## config.mk

```make
export PLATFORM = sky130hd
export DESIGN_NAME = debug_module_hart_control_fsm_top
export DESIGN_NICKNAME = d
export VERILOG_FILES = /design/src/rtl/dmhc_pkg.sv /design/src/rtl/debug_module_hart_control_fsm_top.sv
export SDC_FILE = /design/constraint.sdc
export NUM_CORES = 1
export LEC_CHECK = 0
export BUFFER_PORTS_ARGS = -buffer_cell sky130_fd_sc_hd__clkbuf_2
export CAP_MARGIN = 20
export CORE_MARGIN = 1.5
export CORE_UTILIZATION = 50
export CTS_CLUSTER_SIZE = 25
export DETAILED_ROUTE_END_ITERATION = 10
export PLACE_DENSITY_LB_ADDON = 0.15
export SKIP_LAST_GASP = 1
export SLEW_MARGIN = 20
export SYNTH_ARGS = -nofsm -noshare
export SYNTH_HDL_FRONTEND = slang
export SYNTH_SLANG_ARGS = --single-unit
export TNS_END_PERCENT = 20
```

## constraint.sdc

```tcl
create_clock -name clk -period 3.4 [get_ports clk]
set_clock_uncertainty 0.1 [all_clocks]
set_input_delay 0.34 -clock clk [delete_from_list [all_inputs] [get_ports clk]]
set_output_delay 0.34 -clock clk [all_outputs]
set_load 0.1 [all_outputs]
```

## src/rtl/dmhc_pkg.sv

```systemverilog
// types and constants shared by the debug module hart control block
`default_nettype none

package dmhc_pkg;

  localparam logic [7:0] CMDTYPE_MEMORY = 8'd2;
  localparam int unsigned CMD_TYPE_LSB  = 24;
  localparam int unsigned CMD_POSTINC   = 19;

  typedef enum logic [3:0] {
    ST_RUNNING      = 4'd0,
    ST_HALTREQ      = 4'd1,
    ST_HALTED       = 4'd2,
    ST_RESUMEREQ    = 4'd3,
    ST_RESUMEACK    = 4'd4,
    ST_CMD_GENERATE = 4'd5,
    ST_CMD_ERRCHECK = 4'd6,
    ST_CMD_ERROR    = 4'd7,
    ST_CMD_RUNREQ   = 4'd8,
    ST_CMD_RUNNING  = 4'd9,
    ST_CMD_INCR     = 4'd10
  } ctrl_state_t;

  typedef struct packed {
    logic        halt_ack;
    logic        new_command;
    logic        halt_request;
    logic        resume_request;
    logic        hart_halted;
    logic        hart_running;
    logic        hart_cmd_running;
    logic        cmd_not_supported;
    logic [31:0] command_word;
  } in_t;

  typedef struct packed {
    logic halt_req_out;
    logic status_halted;
    logic status_running;
    logic run_cmds_out;
    logic resume_req_out;
    logic resume_ack_out;
    logic cmd_generate;
    logic cmd_run_req;
    logic cmd_busy;
    logic cmd_error_unsupported;
    logic increment_address;
  } out_t;

endpackage

`default_nettype wire

```

## src/rtl/debug_module_hart_control_fsm_top.sv

```systemverilog
// top level of the debug module hart control state machine
`default_nettype none

// Control state machine of a RISC-V debug module for one hart. Each input beat
// is one clock's worth of status flags plus the abstract command word; each
// beat gives exactly one output beat carrying the Moore flags of the current
// state, after which the state advances using that beat's flags. The block
// resets to the running state. An input register feeds the state update and
// an output register holds the result, so one beat is taken per clock while
// the output side does not stall; when it stalls, in_stall rises at once
// whenever the input register holds a beat that cannot move on.
module debug_module_hart_control_fsm_top (
  input  wire logic          clk,
  input  wire logic          rst_n,
  input  wire logic          in_valid,
  output logic               in_stall,
  input  wire dmhc_pkg::in_t in_data,
  output logic               out_valid,
  input  wire logic          out_stall,
  output dmhc_pkg::out_t     out_data
);
  import dmhc_pkg::*;

  logic        s1_valid_r;
  in_t         s1_data_r;
  logic        s1_move;
  ctrl_state_t state_r;
  ctrl_state_t state_nxt;
  out_t        flags;
  logic        out_valid_r;
  out_t        out_data_r;
  logic        mem_postinc;

  assign s1_move  = !out_valid_r || !out_stall;
  assign in_stall = s1_valid_r && !s1_move;

  // input register
  always_ff @(posedge clk) begin
    if (!rst_n) begin
      s1_valid_r <= 1'b0;
    end else if (!in_stall) begin
      s1_valid_r <= in_valid;
    end
  end

  always_ff @(posedge clk) begin
    if (!in_stall && in_valid) begin
      s1_data_r <= in_data;
    end
  end

  assign mem_postinc =
    (s1_data_r.command_word[CMD_TYPE_LSB +: 8] == CMDTYPE_MEMORY) &&
    s1_data_r.command_word[CMD_POSTINC];

  // next state
  always_comb begin
    state_nxt = state_r;
    unique case (state_r)
      ST_RUNNING: begin
        if (s1_data_r.hart_halted) state_nxt = ST_HALTED;
        else if (s1_data_r.halt_request) state_nxt = ST_HALTREQ;
      end
      ST_HALTREQ: begin
        if (s1_data_r.halt_ack || s1_data_r.hart_halted) state_nxt = ST_HALTED;
      end
      ST_HALTED: begin
        if (s1_data_r.resume_request) state_nxt = ST_RESUMEREQ;
        else if (s1_data_r.new_command) state_nxt = ST_CMD_GENERATE;
      end
      ST_RESUMEREQ: begin
        if (s1_data_r.hart_running) state_nxt = ST_RESUMEACK;
      end
      ST_RESUMEACK: begin
        state_nxt = ST_RUNNING;
      end
      ST_CMD_GENERATE: begin
        state_nxt = ST_CMD_ERRCHECK;
      end
      ST_CMD_ERRCHECK: begin
        state_nxt = s1_data_r.cmd_not_supported ? ST_CMD_ERROR : ST_CMD_RUNREQ;
      end
      ST_CMD_ERROR: begin
        state_nxt = ST_HALTED;
      end
      ST_CMD_RUNREQ: begin
        if (s1_data_r.hart_cmd_running) state_nxt = ST_CMD_RUNNING;
      end
      ST_CMD_RUNNING: begin
        if (!s1_data_r.hart_cmd_running) begin
          state_nxt = mem_postinc ? ST_CMD_INCR : ST_HALTED;
        end
      end
      ST_CMD_INCR: begin
        state_nxt = ST_HALTED;
      end
      default: begin
        state_nxt = state_r;
      end
    endcase
  end

  // moore flags
  always_comb begin
    flags = '0;
    unique case (state_r)
      ST_RUNNING: begin
        flags.status_running = 1'b1;
      end
      ST_HALTREQ: begin
        flags.status_running = 1'b1;
        flags.halt_req_out   = 1'b1;
      end
      ST_HALTED: begin
        flags.status_halted = 1'b1;
      end
      ST_RESUMEREQ: begin
        flags.status_halted  = 1'b1;
        flags.resume_req_out = 1'b1;
      end
      ST_RESUMEACK: begin
        flags.resume_ack_out = 1'b1;
      end
      ST_CMD_GENERATE: begin
        flags.cmd_busy     = 1'b1;
        flags.cmd_generate = 1'b1;
      end
      ST_CMD_ERRCHECK: begin
        flags.cmd_busy = 1'b1;
      end
      ST_CMD_ERROR: begin
        flags.cmd_busy              = 1'b1;
        flags.cmd_error_unsupported = 1'b1;
      end
      ST_CMD_RUNREQ: begin
        flags.cmd_busy    = 1'b1;
        flags.cmd_run_req = 1'b1;
      end
      ST_CMD_RUNNING: begin
        flags.cmd_busy = 1'b1;
      end
      ST_CMD_INCR: begin
        flags.increment_address = 1'b1;
      end
      default: begin
        flags = '0;
      end
    endcase
  end

  // state and output register
  always_ff @(posedge clk) begin
    if (!rst_n) begin
      state_r     <= ST_RUNNING;
      out_valid_r <= 1'b0;
    end else if (s1_move) begin
      out_valid_r <= s1_valid_r;
      if (s1_valid_r) begin
        state_r <= state_nxt;
      end
    end
  end

  always_ff @(posedge clk) begin
    if (s1_move && s1_valid_r) begin
      out_data_r <= flags;
    end
  end

  assign out_valid = out_valid_r;
  assign out_data  = out_data_r;

  // state only advances when a beat moves into the output register
  a_state_hold: assert property (@(posedge clk) disable iff (!rst_n)
    !(s1_move && s1_valid_r) |=> $stable(state_r))
    else $error("state changed without a beat");

  // a held input beat is never dropped
  a_s1_keep: assert property (@(posedge clk) disable iff (!rst_n)
    (s1_valid_r && !s1_move) |=> s1_valid_r)
    else $error("input beat lost while stalled");

  // resume acknowledge lasts one beat and returns to running
  a_resume_ack: assert property (@(posedge clk) disable iff (!rst_n)
    (s1_move && s1_valid_r && state_r == ST_RESUMEACK) |=> state_r == ST_RUNNING)
    else $error("resume ack did not return to running");

  // running, halted and busy are exclusive in any output beat
  a_status_excl: assert property (@(posedge clk) disable iff (!rst_n)
    out_valid_r |-> $onehot0({out_data_r.status_running, out_data_r.status_halted,
                              out_data_r.cmd_busy}))
    else $error("conflicting status flags");

endmodule

`default_nettype wire

```

==> impl_metrics.csv <==
group,metric,value,unit
flow_run,max-cap-violations,0,
finish,final_area,1642,um2
pwr,power_switching,0.2188,mW
detailed_routing,wl_met3,159,um
critical_path,reg2reg_to,"state_r[0]",
global_route,grtUsageTotal,0.1665,
logic_synthesis,synthArstFlopShare,0,
critical_path,end_kind,"register",
min_path,min_from,"in_data[37]",
placement,hpwl,1611,um
logic_synthesis,netlist_instances,107,
pwr,p_int,0.5966,mW
logic_synthesis,post_synth.cell_area_avg,13.14,um2
critical_path,path_max_fanout,18,
die,fp-row-count,19,
global_route,antenna_found_initial,0,
detailed_routing,viasPerCell,5.586,
detailed_routing,dr.first_iter.drc_count,22,
clocking,cts_setup_buffers,0,
sta,period_share,0.6131,
pwr,max-vdd-ir-drop,0.3750,mV
critical_path,rrSetupSlack,1.32,ns
critical_path,crit_required,3.54,ns
clocking,post_cts_resized,0,
die,die_h,56.04,um
die,core_area,2710,um2
sta,hold_viol_final,0,
critical_path,rr_worst_depth,4,
logic_synthesis,synth-seq-cells,33,
logic_synthesis,synth_top_area_frac,0.5765,
sta,rsz0062_at_grt,"false",
critical_path,critPathLaunchType,"register",
detailed_routing,vias,972,
finish,drive_gt1_frac,0.3077,
finish,area_growth,16.73,%
logic_synthesis,ys_warn_count,0,
sta,slew_viol_final,0,
detailed_routing,ant_nets,0,
detailed_routing,drc,0,
placement,port_buffers,32,
pwr,power_frac_seq,0.588,
clocking,cts_tree,"yes",
global_route,grt_max_degree,19,
critical_path,crit_arrival,2.23,ns
min_path,hold_path_class,"primary input to register",
global_route,grt_pass1_wl,3898,um
clocking,cts_hold_buf,0,
finish,antenna_cells,0,
min_path,whs_path_depth,1,
clocking,cts.path.max_buffers,2,
sta,max_slew_margin,0.5806,
die,die_w,56.04,um
die,die_area,3140,um2
logic_synthesis,synth_edf_count,27,
sta,setup_violations,0,
global_route,gr-total-overflow,0,
sta,worst_slew_pin_slew,0.6283,ns
pwr,clkPwrFrac,0.272,
detailed_routing,wl_met2,1189,um
die,boundaryPins,57,
clocking,cts_root_buffer,"clkbuf_4",
logic_synthesis,syn_nets,151,
sta,fmax,0.4798,GHz
logic_synthesis,syn_area,1406,um2
logic_synthesis,yosysSeqAreaShare,0.6619,
logic_synthesis,synth.area.top_cells,"edfxtp_1 58%, dfxtp_1 8.5%, nor2_1 2.9%",
critical_path,r2r-start,"state_r[0]",
pwr,p_sw_frac,0.2683,
pwr,power.density,496.7,nW/um2
finish,multi_input_area,430.4,um2
clocking,cts_max_level,2,
placement,gp_congestion,0.8176,
logic_synthesis,yosysTopAreaCell,"edfxtp_1",
detailed_routing,highest_layer,"met4",
clocking,clk_pin_slew,0.10,ns
finish,nets,186,
min_path,hold-path-endpoint,"s1_data_r[37]",
clocking,clkLatencyLatePin,0.34,ns
detailed_routing,met1Wirelength,934,um
logic_synthesis,synthFlopType,"edfxtp_1",
finish,fill_cells,224,
critical_path,crit_type,"register to register",
clocking,numCtsBuffers,5,
detailed_routing,wl_per_cell,13.36,um
detailed_routing,firstDrtPassIters,4,
placement,dpl-instance-area,1583,um2
pwr,p_comb_frac,0.141,
detailed_routing,finalWirelength,2325,um
logic_synthesis,synth_cell_type_count,41,
die,start_util,0.5189,
sta,tns,0,ns
clocking,clock_sinks,33,
finish,seqCellArea,930.9,um2
global_route,grt_pass1_vias,927,
sta,period_needed,2.084,ns
pwr,leakage,0.6414,nW
outcome,outcome,"finished, final reports clean",
-- final cells by class --
type                       instances  share of cell area
clock buffer                       8             0.03582
inverter                           2            0.004573
multi-input combinational         66              0.2622
sequential                        33              0.5671
tap                               31             0.02363
timing repair buffer              34              0.1067
-- layer usage --
metal / global-route usage / vias to the layer above
met1: 0.1742 / 458
met5: 0 / -
met2: 0.2857 / 34
li1: - / 474
met3: 0.05116 / 6
met4: 0.1088 / 0
-- state kept, by name (all words and copies together), names as in the netlist --
signal      count
out_data       10
s1_data_r      17
state_r         4
s1_valid_r      1
out_valid       1
-- metrics by stage --
step	hold WS (ns)	instances	total power, mW	setup WS [ns]	util
6_report	0.07807	174	0.8153	1.316	0.6057
5_1_grt	0.05976	174	0.8514	1.230	0.6057
4_1_cts	0.06646	174	0.8228	1.336	0.6057
3_5_place_dp	0.3761	166	0.6034	1.367	0.5840
3_3_place_gp	0.3556	166	0.5995	1.402	0.5840
2_1_floorplan	0.3389	107	0.5768	0.5275	-
-- synthesized netlist by cell type, types with 2 or more instances --
cell / n
edfxtp_1: 27
and3_1: 2
a21oi_1: 5
mux2i_1: 2
nor2b_1: 4
buf_2: 3
nand2b_1: 6
o21ai_0: 6
nor3b_1: 2
nand2_1: 2
dfxtp_1: 6
nor3_1: 3
nor2_1: 11
-- critical path: stages (launching register included) --
cell and delay (ns):
dfxtp_1 0.74, mux2_4 0.36, o41a_1 0.36, a311o_1 0.36, o41ai_1 0.06
-- power groups by stage --
stage | Clock, mW | Combinational, mW | Sequential (mW)
finish | 0.221 | 0.115 | 0.479
global route | 0.247 | 0.122 | 0.482
CTS | 0.228 | 0.115 | 0.479
detailed placement | 0 | 0.115 | 0.488
global placement | 0 | 0.113 | 0.487
floorplan | 0 | 0.0553 | 0.522
-- cells in the final DEF (no fill, tap or decap), types with 2 or more instances in the layout --
cell type / n
clkbuf_4: 5
clkbuf_1: 2
and3_1: 2
a21oi_1: 5
mux2i_1: 2
nor2b_1: 4
nor3_1: 3
edfxtp_1: 27
nand2b_1: 6
dfxtp_1: 6
buf_4: 2
nand2_1: 2
nor2_1: 11
clkbuf_2: 32
o21ai_0: 6
nor3b_1: 2
-- kinds of logic after synthesis --
kind of cell / count (synthesis) / share of synthesized area
DFF: 33 / 0.6619
other: 1 / 0.002666
buffers and inverters: 8 / 0.03202
AOI/OAI and AO/OA: 23 / 0.1174
and+or+nand+nor: 39 / 0.1610
muxes: 3 / 0.02491
-- how the worst max path moves through the flow --
stage | start | end | slack, ns
finish | state_r[0] | state_r[0] | 1.32
global route | state_r[0] | state_r[0] | 1.23
CTS | state_r[0] | state_r[0] | 1.34
detailed placement | state_r[0] | state_r[0] | 1.37
global placement | state_r[0] | state_r[0] | 1.40
floorplan | out_valid | s1_data_r[19] | 0.53
No activity file was read; power rests on OpenSTA's default activity.
